File: src/hdl/nprs_pkg.sv
// shared types, codes and constants for the nand page read sequencer
`timescale 1ns / 1ps

package nprs_pkg;

    // default configuration
    localparam int DEF_PAGE_BYTES = 2048;
    localparam int DEF_COUNT_BITS = 24;

    // fixed field widths
    localparam int ADDR_W = 32;
    localparam int COUNT_W = 24;
    localparam int DEST_W = 24;
    localparam int BYTE_W = 8;

    // operation codes of an input item
    localparam logic [1:0] OP_START = 2'd0;
    localparam logic [1:0] OP_READY = 2'd1;
    localparam logic [1:0] OP_DATA = 2'd2;

    // nand command bytes
    localparam logic [BYTE_W-1:0] CMD_READ_SETUP = 8'h00;
    localparam logic [BYTE_W-1:0] CMD_READ_GO = 8'h30;

    // result actions
    typedef enum logic [2:0] {
        ACT_ENABLE = 3'd0,
        ACT_CMD = 3'd1,
        ACT_ADDR = 3'd2,
        ACT_DATA = 3'd3,
        ACT_DISABLE = 3'd4
    } action_t;

    // sequencer phase
    typedef enum logic [2:0] {
        PH_IDLE = 3'b001,
        PH_WAIT = 3'b010,
        PH_READ = 3'b100
    } phase_t;

    // what follows the leading result of a run
    typedef enum logic [1:0] {
        TAIL_NONE = 2'd0,
        TAIL_DIS = 2'd1,
        TAIL_PAGE = 2'd2
    } tail_t;

    // one run of results, produced by one input item
    typedef struct packed {
        logic lead_data;              // 1 stored data first, 0 chip enable first
        tail_t tail;
        logic [BYTE_W-1:0] data;
        logic [DEST_W-1:0] offset;
        logic [ADDR_W-1:0] addr;      // flash address for the page run
    } run_desc_t;

    // index of the last result in a run
    function automatic logic [2:0] run_last_idx(input tail_t tail);
        logic [2:0] idx;
        unique case (tail)
            TAIL_NONE: idx = 3'd0;
            TAIL_DIS: idx = 3'd1;
            TAIL_PAGE: idx = 3'd7;
            default: idx = 3'd0;
        endcase
        return idx;
    endfunction

endpackage

File: src/hdl/nprs_core.sv
// sequencer state and per-item run decision
`timescale 1ns / 1ps

module nprs_core
    import nprs_pkg::*;
#(
    parameter int PAGE_BYTES = DEF_PAGE_BYTES,
    parameter int COUNT_BITS = DEF_COUNT_BITS
) (
    input  logic               clk,
    input  logic               rst_n,
    input  logic               accept,
    input  logic [1:0]         operation,
    input  logic [ADDR_W-1:0]  start_address,
    input  logic [COUNT_W-1:0] byte_count,
    input  logic [BYTE_W-1:0]  flash_byte,
    output logic               desc_valid,
    output run_desc_t          desc
);

    localparam int PAGE_SHIFT = $clog2(PAGE_BYTES);

    phase_t                phase_reg, phase_next;
    logic [ADDR_W-1:0]     addr_reg, addr_next;
    logic [COUNT_BITS-1:0] left_reg, left_next;
    logic [COUNT_BITS-1:0] offset_reg, offset_next;
    logic [ADDR_W-1:0]     addr_inc;
    logic [COUNT_BITS-1:0] left_dec;
    logic [COUNT_BITS-1:0] count_in;
    logic                  emit;

    assign addr_inc = addr_reg + ADDR_W'(1);
    assign left_dec = left_reg - COUNT_BITS'(1);
    assign count_in = COUNT_BITS'(byte_count);

    always_comb
    begin
        phase_next = phase_reg;
        addr_next = addr_reg;
        left_next = left_reg;
        offset_next = offset_reg;
        emit = 1'b0;
        desc.lead_data = 1'b0;
        desc.tail = TAIL_NONE;
        desc.data = flash_byte;
        desc.offset = DEST_W'(offset_reg);
        desc.addr = addr_inc;
        unique case (operation)
            OP_START:
            begin
                if (phase_reg == PH_IDLE)
                begin
                    emit = 1'b1;
                    addr_next = start_address;
                    left_next = count_in;
                    offset_next = '0;
                    desc.addr = start_address;
                    if (count_in == '0)
                    begin
                        desc.tail = TAIL_DIS;
                    end
                    else
                    begin
                        desc.tail = TAIL_PAGE;
                        phase_next = PH_WAIT;
                    end
                end
            end
            OP_READY:
            begin
                if (phase_reg == PH_WAIT)
                begin
                    phase_next = PH_READ;
                end
            end
            OP_DATA:
            begin
                if (phase_reg == PH_READ)
                begin
                    emit = 1'b1;
                    desc.lead_data = 1'b1;
                    addr_next = addr_inc;
                    left_next = left_dec;
                    offset_next = offset_reg + COUNT_BITS'(1);
                    if (left_dec == '0)
                    begin
                        desc.tail = TAIL_DIS;
                        phase_next = PH_IDLE;
                    end
                    else if (addr_inc[PAGE_SHIFT-1:0] == '0)
                    begin
                        // page boundary crossed, next page needs a fresh read run
                        desc.tail = TAIL_PAGE;
                        phase_next = PH_WAIT;
                    end
                end
            end
            default:
            begin
                emit = 1'b0;
            end
        endcase
    end

    assign desc_valid = accept & emit;

    always_ff @(posedge clk or negedge rst_n)
    begin
        if (!rst_n)
        begin
            phase_reg <= PH_IDLE;
            addr_reg <= '0;
            left_reg <= '0;
            offset_reg <= '0;
        end
        else if (accept)
        begin
            phase_reg <= phase_next;
            addr_reg <= addr_next;
            left_reg <= left_next;
            offset_reg <= offset_next;
        end
    end

endmodule

File: src/hdl/nprs_emit.sv
// run buffer and result emitter, one result per cycle while out_ready is high
`timescale 1ns / 1ps

module nprs_emit
    import nprs_pkg::*;
#(
    parameter int PAGE_BYTES = DEF_PAGE_BYTES
) (
    input  logic              clk,
    input  logic              rst_n,
    input  logic              desc_valid,
    input  run_desc_t         desc,
    output logic              desc_ready,
    output logic              out_valid,
    input  logic              out_ready,
    output logic [2:0]        action,
    output logic [BYTE_W-1:0] bus_value,
    output logic [DEST_W-1:0] dest_offset,
    output logic              run_last
);

    localparam int PAGE_SHIFT = $clog2(PAGE_BYTES);
    localparam logic [ADDR_W-1:0] COL_MASK = ADDR_W'(PAGE_BYTES - 1);

    logic        pend_valid_reg, pend_valid_next;
    run_desc_t   pend_reg;
    logic        act_valid_reg, act_valid_next;
    run_desc_t   act_reg;
    logic [2:0]  idx_reg, idx_next;
    logic        out_fire;
    logic        is_last;
    logic        act_free;
    logic        load;
    logic [ADDR_W-1:0] col;
    logic [ADDR_W-1:0] page;
    action_t     act_code;

    assign out_fire = act_valid_reg & out_ready;
    assign is_last = (idx_reg == run_last_idx(act_reg.tail));
    assign act_free = ~act_valid_reg | (out_fire & is_last);
    assign load = pend_valid_reg & act_free;
    assign desc_ready = ~pend_valid_reg | load;

    always_comb
    begin
        pend_valid_next = pend_valid_reg;
        if (desc_valid & desc_ready)
        begin
            pend_valid_next = 1'b1;
        end
        else if (load)
        begin
            pend_valid_next = 1'b0;
        end
    end

    always_comb
    begin
        act_valid_next = act_valid_reg;
        idx_next = idx_reg;
        if (load)
        begin
            act_valid_next = 1'b1;
            idx_next = '0;
        end
        else if (out_fire)
        begin
            if (is_last)
            begin
                act_valid_next = 1'b0;
            end
            else
            begin
                idx_next = idx_reg + 3'd1;
            end
        end
    end

    always_ff @(posedge clk or negedge rst_n)
    begin
        if (!rst_n)
        begin
            pend_valid_reg <= 1'b0;
            act_valid_reg <= 1'b0;
            idx_reg <= '0;
        end
        else
        begin
            pend_valid_reg <= pend_valid_next;
            act_valid_reg <= act_valid_next;
            idx_reg <= idx_next;
        end
    end

    always_ff @(posedge clk)
    begin
        if (desc_valid & desc_ready)
        begin
            pend_reg <= desc;
        end
        if (load)
        begin
            act_reg <= pend_reg;
        end
    end

    // column and page of the run address
    assign col = act_reg.addr & COL_MASK;
    assign page = act_reg.addr >> PAGE_SHIFT;

    always_comb
    begin
        act_code = ACT_ENABLE;
        bus_value = '0;
        dest_offset = '0;
        if (idx_reg == 3'd0)
        begin
            if (act_reg.lead_data)
            begin
                act_code = ACT_DATA;
                bus_value = act_reg.data;
                dest_offset = act_reg.offset;
            end
        end
        else if (act_reg.tail == TAIL_DIS)
        begin
            act_code = ACT_DISABLE;
        end
        else
        begin
            unique case (idx_reg)
                3'd1:
                begin
                    act_code = ACT_CMD;
                    bus_value = CMD_READ_SETUP;
                end
                3'd2:
                begin
                    act_code = ACT_ADDR;
                    bus_value = col[7:0];
                end
                3'd3:
                begin
                    act_code = ACT_ADDR;
                    bus_value = col[15:8];
                end
                3'd4:
                begin
                    act_code = ACT_ADDR;
                    bus_value = page[7:0];
                end
                3'd5:
                begin
                    act_code = ACT_ADDR;
                    bus_value = page[15:8];
                end
                3'd6:
                begin
                    act_code = ACT_ADDR;
                    bus_value = page[23:16];
                end
                default:
                begin
                    act_code = ACT_CMD;
                    bus_value = CMD_READ_GO;
                end
            endcase
        end
    end

    assign action = act_code;
    assign out_valid = act_valid_reg;
    assign run_last = is_last;

endmodule

File: src/hdl/nand_page_read_sequencer.sv
// top level of the large-page nand flash read sequencer
`timescale 1ns / 1ps

// large-page nand read sequencer. a start item (operation 0) raises chip
// enable and, for a nonzero byte count, emits the page read run: command
// 00h, column low and high, three page bytes, command 30h; a zero count
// gives enable then disable at once. a ready event (operation 1) moves the
// block from waiting to reading, and each data byte (operation 2) comes out
// as a stored data result with its destination offset. crossing a page
// boundary with bytes left emits a new page read run and waits for ready
// again; the last byte is followed by chip disable. events outside their
// phase and operation 3 are taken and dropped without results. one input
// item is taken per cycle while the buffer has room: phase and counters
// update in the cycle the item is taken, and its run (one to eight results,
// run_last on the final one) goes to a one-entry run buffer feeding the
// emitter, which sends one result per cycle while out_ready is high. input
// ready stays high as long as the buffer is empty or drains in that cycle,
// so single-result data items flow at one per cycle; a page read run holds
// the output for its eight results. PAGE_BYTES must be a power of two.

module nand_page_read_sequencer
    import nprs_pkg::*;
#(
    parameter int PAGE_BYTES = DEF_PAGE_BYTES,
    parameter int COUNT_BITS = DEF_COUNT_BITS
) (
    input  logic               clk,
    input  logic               rst_n,
    input  logic               in_valid,
    output logic               in_ready,
    input  logic [1:0]         operation,
    input  logic [ADDR_W-1:0]  start_address,
    input  logic [COUNT_W-1:0] byte_count,
    input  logic [BYTE_W-1:0]  flash_byte,
    output logic               out_valid,
    input  logic               out_ready,
    output logic [2:0]         action,
    output logic [BYTE_W-1:0]  bus_value,
    output logic [DEST_W-1:0]  dest_offset,
    output logic               run_last
);

    // run handoff between state logic and emitter
    logic      accept;
    logic      desc_valid;
    logic      desc_ready;
    run_desc_t desc;

    // every item is taken when the run buffer can take one, even if ignored
    assign in_ready = desc_ready;
    assign accept = in_valid & desc_ready;

    nprs_core #(
        .PAGE_BYTES (PAGE_BYTES),
        .COUNT_BITS (COUNT_BITS)
    ) u_core (
        .clk           (clk),
        .rst_n         (rst_n),
        .accept        (accept),
        .operation     (operation),
        .start_address (start_address),
        .byte_count    (byte_count),
        .flash_byte    (flash_byte),
        .desc_valid    (desc_valid),
        .desc          (desc)
    );

    nprs_emit #(
        .PAGE_BYTES (PAGE_BYTES)
    ) u_emit (
        .clk         (clk),
        .rst_n       (rst_n),
        .desc_valid  (desc_valid),
        .desc        (desc),
        .desc_ready  (desc_ready),
        .out_valid   (out_valid),
        .out_ready   (out_ready),
        .action      (action),
        .bus_value   (bus_value),
        .dest_offset (dest_offset),
        .run_last    (run_last)
    );

endmodule

File: config.mk
export PLATFORM = sky130hd
export DESIGN_NAME = nand_page_read_sequencer
export DESIGN_NICKNAME = d
export VERILOG_FILES = /design/src/hdl/nprs_pkg.sv /design/src/hdl/nprs_core.sv /design/src/hdl/nprs_emit.sv /design/src/hdl/nand_page_read_sequencer.sv
export SDC_FILE = /design/constraint.sdc
export NUM_CORES = 1
export LEC_CHECK = 0
export BUFFER_PORTS_ARGS = -buffer_cell sky130_fd_sc_hd__clkbuf_2
export CORE_MARGIN = 4
export CORE_UTILIZATION = 54
export DETAILED_ROUTE_END_ITERATION = 7
export PLACE_DENSITY = 0.77
export SETUP_SLACK_MARGIN = 0.5
export SKIP_CTS_REPAIR_TIMING = 1
export SYNTH_ARGS = -nofsm -noshare
export SYNTH_HDL_FRONTEND = slang
export SYNTH_SLANG_ARGS = --single-unit
File: constraint.sdc
create_clock -name clk -period 5.25 [get_ports clk]
set_input_delay 0.525 -clock clk [delete_from_list [all_inputs] [get_ports clk]]
set_output_delay 0.525 -clock clk [all_outputs]
set_load 0.1 [all_outputs]
; ---- Word-level counts from Yosys, hierarchy flattened
; Index checks and enable logic that the tools add are counted.
[word_totals]
output_inout_bits = 38
ff_bits = 222
elab_cells = 112
input_bits = 70
[op_classes]
eq_ne = 20
n_bitwise = 10
addsub = 4
reduce_logical = 15
muxes = 46
[op_table]
columns = cell, count
row1 = $mux W24, 6
row2 = $mux W32, 4
row3 = $pmux W24 S2, 2
row4 = $pmux W32 S2, 1
row5 = $logic_not A24 Y1, 2
row6 = $pmux W8 S6, 1
row7 = $mux W3, 12
row8 = $add A32 B1 Y32 const B, 1
row9 = $add A24 B1 Y24 const B, 1
row10 = $mux W8, 3
row11 = $sub A24 B1 Y24 const B, 1
row12 = $eq A3 B3 Y1 const B, 4
row13 = $mux W2, 6
row14 = $logic_not A11 Y1, 1
row15 = $eq A3 B2 Y1 const B, 3
row16 = $pmux W3 S3, 1
row17 = $reduce_bool A2 Y1, 4
row18 = $mux W1, 7
row19 = $reduce_and A7 Y1, 1
row20 = $and A1 B1 Y1, 6
row21 = $eq A3 B1 Y1 const B, 2
row22 = $ne A2 B1 Y1 const B, 3
row23 = $pmux W3 S2, 1
row24 = $reduce_or A5 Y1, 1
row25 = 15 further kinds, 21

; ---- Longest topological paths before layout
[logic_depth]
ltp_word = 11
depth_mapped = 12

; ---- Cells and area by module
; From an unflattened synthesis, not the netlist that was laid out.
[hier_totals]
cells_unflattened = 1037
area_unflattened_um2 = 10999.3
[modules_own_cells]
columns = module, area_each_um2, instances, cells_each, seq_area_each_um2
row1 = nprs_core, 5992.0, 1, 771, 2078.2
row2 = nprs_emit, 5001.0, 1, 265, 4149.0
row3 = nand_page_read_sequencer, 6.3, 1, 1, 0.0

; ---- Worst setup path after synthesis
; OpenSTA, ideal clock, no wires.
[synth_timing]
path_kind = register -> register
startpoint = register u_emit.act_reg[65] (netlist bit)
endpoint = register u_emit.pend_reg[0] (netlist bit), enable pin
synth_period_minus_slack_ns = 5.254
required_time_ns = 4.735
setup_slack_ns = -0.004
setup_ns = 0.515
arrival_ns = 4.739
stages_incl_launch_ff = 7
path_buffers = 1
path_cell_list = edfxtp_1 -> ha_1 -> or3_4 -> a211oi_2 -> o31ai_1 -> clkbuf_1 -> a21oi_1
[synth_between]
elab_chain_len = 10
word_cells_on_any_way = 11
[synth_lines]
columns = item, line_no
row1 = from (decl), nprs_emit.sv:28  ; run_desc_t act_reg;
row2 = from (signal assigned), nprs_emit.sv:103  ; act_reg <= pend_reg;
row3 = $eq A2 B2 Y1 or $eq A2 B1 Y1 (tied branches), nprs_pkg.sv:60  ; unique case (tail)
row4 = $pmux W3 S2 *, nprs_pkg.sv:60
row5 = $eq A3 B3 Y1 *, nprs_emit.sv:39  ; assign is_last = (idx_reg == run_last_idx(act_reg.tail));
row6 = $and A1 B1 Y1 *, nprs_emit.sv:40  ; assign act_free = ~act_valid_reg | (out_fire & is_last);
row7 = $or A1 B1 Y1 *, nprs_emit.sv:40
row8 = $and A1 B1 Y1 *, nprs_emit.sv:41  ; assign load = pend_valid_reg & act_free;
row9 = $or A1 B1 Y1 *, nprs_emit.sv:42  ; assign desc_ready = ~pend_valid_reg | load;
row10 = $and A1 B1 Y1, nand_page_read_sequencer.sv:51  ; assign accept = in_valid & desc_ready;
row11 = $and A1 B1 Y1, nprs_core.sv:105  ; assign desc_valid = accept & emit;
row12 = $and A1 B1 Y1 *, nprs_emit.sv:97  ; if (desc_valid & desc_ready)
row13 = to (signal assigned), nprs_emit.sv:99  ; pend_reg <= desc;
row14 = to (decl), nprs_emit.sv:26  ; run_desc_t pend_reg;
; Mark *: on every way between the ends. The rest lies on a longest branch, timed or not.
; A chain may end at the register's enable or synchronous reset.

; ---- Worst setup path in the final report
[layout_timing]
startpoint = register u_emit.idx_reg[0]
endpoint = output port bus_value[3]
[layout_between]
elab_chain_len = 4
word_cells_on_any_way = 10
[layout_lines]
columns = item, line_no
row1 = from (decl), nprs_emit.sv:29  ; logic [2:0] idx_reg, idx_next;
row2 = from (signal assigned), nprs_emit.sv:91  ; idx_reg <= idx_next;
row3 = "$eq A3 B3 Y1, or another cell as far along", nprs_emit.sv:131  ; unique case (idx_reg)
row4 = $pmux W8 S6, nprs_emit.sv:131
row5 = $mux W8, nprs_emit.sv:125  ; else if (act_reg.tail == TAIL_DIS)
row6 = $mux W8 *, nprs_emit.sv:116  ; if (idx_reg == 3'd0)
row7 = to (decl), nand_page_read_sequencer.sv:38  ; output logic [BYTE_W-1:0] bus_value,
; Marks and branches as above.

==> results summary <==
Of the post-synthesis cell area, the part taken by muxes is 0.930%. The sequential fraction of design power came out at between 30% and 40%. For this design the static power due to leakage is slightly below 0.005 uW. The placer's final routability congestion estimate came out at around 0.91.

Across the VDD grid, the largest voltage drop is 212 uV. The routed design uses roughly 2.4 mm of met3 wire. The clock passes through at most 3 buffers. In this run the count of I/O pins placed on the die edge is about 110.

The run finished with clean final reports. After synthesis, the largest family of logic cells by area is simple AND/OR/NAND/NOR gates. Cells with a size suffix above 1 make up 17.3% of the layout.

TritonCTS built the clock tree. For this block, wires on met1 add up to approximately 12 mm. The worst path required time is roughly 4.7 ns. The maximum net fanout on the critical path is 29.

For this block, the initial DRC count from the detailed router was ~920. The total number of nets in the final design came out at approximately 1300. Wires add up to around 28 mm. The internal reg-to-reg setup slack is between 1.5 and 2 ns. The clock tree skew after final layout came out at 0.0307 ns. The fraction of power spent switching nets is 39.9%. Compared with the post-synthesis result, the final layout area differs by 13.3%. The number of buffers created by CTS is 24. STA puts the critical path data arrival time at a little over 3 ns. Setup repair after global routing left no endpoint under its margin.

The die span in y is roughly 150 um. A synthesized cell averages ~10 sq um. The total DRC errors in the routed layout came out at 0. Per report_power, the clock group accounts for about 28% of the total. At the end of the flow the core is filled with cells to 63.1%. In this run the standard cell core region covers approximately 0.021 sq mm. The critical path in this run is classified as flop to primary output. Setup violations remaining at the end of the flow were counted as 0. The fmax came out at between 200 and 300 MHz. The count of warnings emitted by yosys came out at 0. The total global-route track usage came out at between 20 and 25%.

The worst setup path is captured at a primary output. The worst hold path begins at flash_byte[6]. The number of iterations in the first detailed-routing pass came out at 6. Leaving out fill and tap cells, the most frequent cell in the layout is edfxtp_1. The number of synthesized flops with an enable pin is 134.

The residual overflow from global routing is 0. The compound-gate portion of the synthesized area came out at 16.1%. The portion of the clock cycle consumed by the worst path in the final layout is 68.0%. The count of cells along the worst register-to-register path came out at 7. The power density normalized to cell area came out at between 400 and 500 mW/mm^2. The max-slew violation total from the final report is 0. The time the final worst path needs with I/O delays and setup came out at 3.57 ns. Clock latency on the worst-skew pair, taken at its later pin, is 0.53 ns. Summing the areas of all and, or, nand and nor instances in the mapped netlist gives between 20 and 25% of the synthesized area. The detailed-route vias per instance came out at 6.15. The area share of xor/xnor cells in the synthesized design came out at under 10%. The mapped netlist covers around 0.011 sq mm. The number of max-capacitance violations reported came out at 0. The switching power came out at approximately 2300 uW. The clock slew at the register clock pins of the worst setup and hold paths came out at ~0.060 ns. The hold violation total from the final report came out at 0. The root buffer selected by CTS is clkbuf_16. The worst setup path is launched from a flop. The min-delay analysis places its worst path in the category input port to flop. The cell-internal power came out at between 3000 and 4000 uW. The synthesized netlist net count is 1227. The starting density of the core came out at a little under three fifths.

Yosys mapped the design onto just over 70 distinct sky130hd cell types. The area enclosed by the die boundary is about 0.024 sq mm. The reg-to-reg startpoint is u_emit.idx_reg[2]. The width of the die came out at roughly 150 um. The worst hold path cell count came out at 1. The via count of the first global-routing pass is 8370. The number of buffer cells added on primary ports came out at between 100 and 150. The worst pin sits at a relative slew slack of 36.4%. The number of antenna diodes in the final layout is 0. The number of vias after detailed routing is about 9000. The number of cell rows came out at 52. The routed wire length per instance is 18.5 um. The top cell types in the final layout, fill and taps aside, are edfxtp_1 (134), nor2_1 (111), clkbuf_2 (106). The detailed placer's ending HPWL came out at between 15 and 20 mm. The prevailing post-synth register cell is edfxtp_1. The routed design uses between 10 and 15 mm of met2 wire. The total negative slack for setup checks is 0 ns. The count of nets left with antenna violations once routing finished came out at 0.

In this run the critical register-to-register path is captured at u_core.offset_reg[14]. The fraction of registers with async set or reset after synthesis is between 30% and 40%. After technology mapping, the gate count stands at 1141. The worst hold path terminates at u_emit.pend_reg[62]. Synthesis inferred ~220 register bits. CTS saw approximately 220 sinks. The depth of the CTS H-tree came out at 1. The global-route wire length before repair came out at between 40 and 50 mm. The pin count of the biggest net entering global routing is between 80 and 90. The number of antenna violations at the first check in global routing is 0. In this run the top signal layer used is met4. The share of the Yosys chip area taken by registers is between 50% and 60%.

The part of the power in combinational logic came out at approximately a third. The transition time of the tightest slew-check pin is approximately 0.95 ns. The adder-cell area share of the yosys netlist came out at approximately 1.7%.
## area by class of cell
cell class              count  area, sq um
multi-input cells         811         4820
repair buffers            126          708
flip-flops and latches    222         6230
fillers                  1667         7590
well taps                 270          338
inverters                  22         82.6
clock buffers              26          608
clock inverters            18          181
## Yosys cell counts (5+ instances only)
master      n  share of area (%)
o21ai_0    86                3.8
nor4b_1     5               0.38
a22oi_1    13               0.85
nor2_1    113                3.7
or3_1      12               0.66
o22a_1      5               0.38
o221a_2    12                1.2
nand2b_1    5               0.27
edfxtp_1  134                 35
nor4_1     20                1.1
o21a_1      5               0.33
nand4_1    19                1.0
xnor2_1    24                1.8
inv_1      22               0.72
nand3_1    61                2.7
buf_1       6               0.20
xor2_1     14                1.1
dfrtp_1    87                 19
a22o_1     10               0.77
and3_1     45                2.5
o211ai_1   14               0.92
o22ai_1    13               0.71
nor3_1     36                1.6
o311ai_0    8               0.61
nor2b_1     5               0.27
a21oi_1    84                3.7
ha_1       16                1.7
and2_1      5               0.27
mux2i_1     5               0.44
nand2_1    97                3.2
mux2_2      5               0.49
or2_2      15               0.82
clkbuf_1   75                2.5
## cells by family (layout without fill, tap and decap cells)
logic type                 after synthesis  count (layout)
and+or+nand+nor                        458             458
AOI/OAI and AO/OA                      289             289
DFF                                    222             222
buffers and inverters                  108             192
xor gates and xnor gates                38              38
adders and majority gates               16              16
muxes                                   10              10
## per-stage QoR
step	total power [uW]	cells	setup WS, ns	hold slack [ns]	cell area [sq um]
2_1_floorplan	3760	1141	1.09	0.229	11400
3_3_place_gp	4110	1450	2.03	0.403	12200
3_5_place_dp	4160	1450	1.94	0.405	12200
4_1_cts	5820	1494	1.66	-0.0497	13000
5_1_grt	6080	1495	1.36	0.164	13000
6_report	5810	1495	1.68	0.172	13000
## worst max path at each step
stage,from,end,depth (start not counted)
3_3_place_gp,operation[1],u_core.offset_reg[22],10
2_1_floorplan,u_emit.idx_reg[0],action[1],7
6_report,u_emit.idx_reg[0],bus_value[3],8
5_1_grt,u_emit.idx_reg[0],bus_value[1],8
3_5_place_dp,operation[1],u_core.offset_reg[20],10
4_1_cts,u_emit.idx_reg[0],bus_value[3],8
## critical path, stage by stage (launching register included)
cell and delay (ns):
dfrtp_1 0.48, inv_1 0.13, ha_1 0.37, nor2b_1 0.19, buf_4 0.22, nor2_1 0.24
nand2_1 0.18, o21ai_0 0.21, clkbuf_2 0.49
## metal layers
metal / global-route usage, % / up-vias
li1: - / 4383
met3: 3.15 / 56
met2: 34.7 / 418
met1: 33.7 / 4342
met4: 5.97 / 0
met5: 0 / -
## power groups by stage
stage / Sequential, uW / Clock, uW / Combinational, uW
after detailed placement: 2340 / 0 / 1810
after global placement: 2330 / 0 / 1780
after floorplan: 2230 / 0 / 1530
after global routing: 2350 / 1760 / 1960
after CTS: 2310 / 1690 / 1820
final: 2320 / 1660 / 1830
Note: power is estimated with default switching activity, not from simulation.
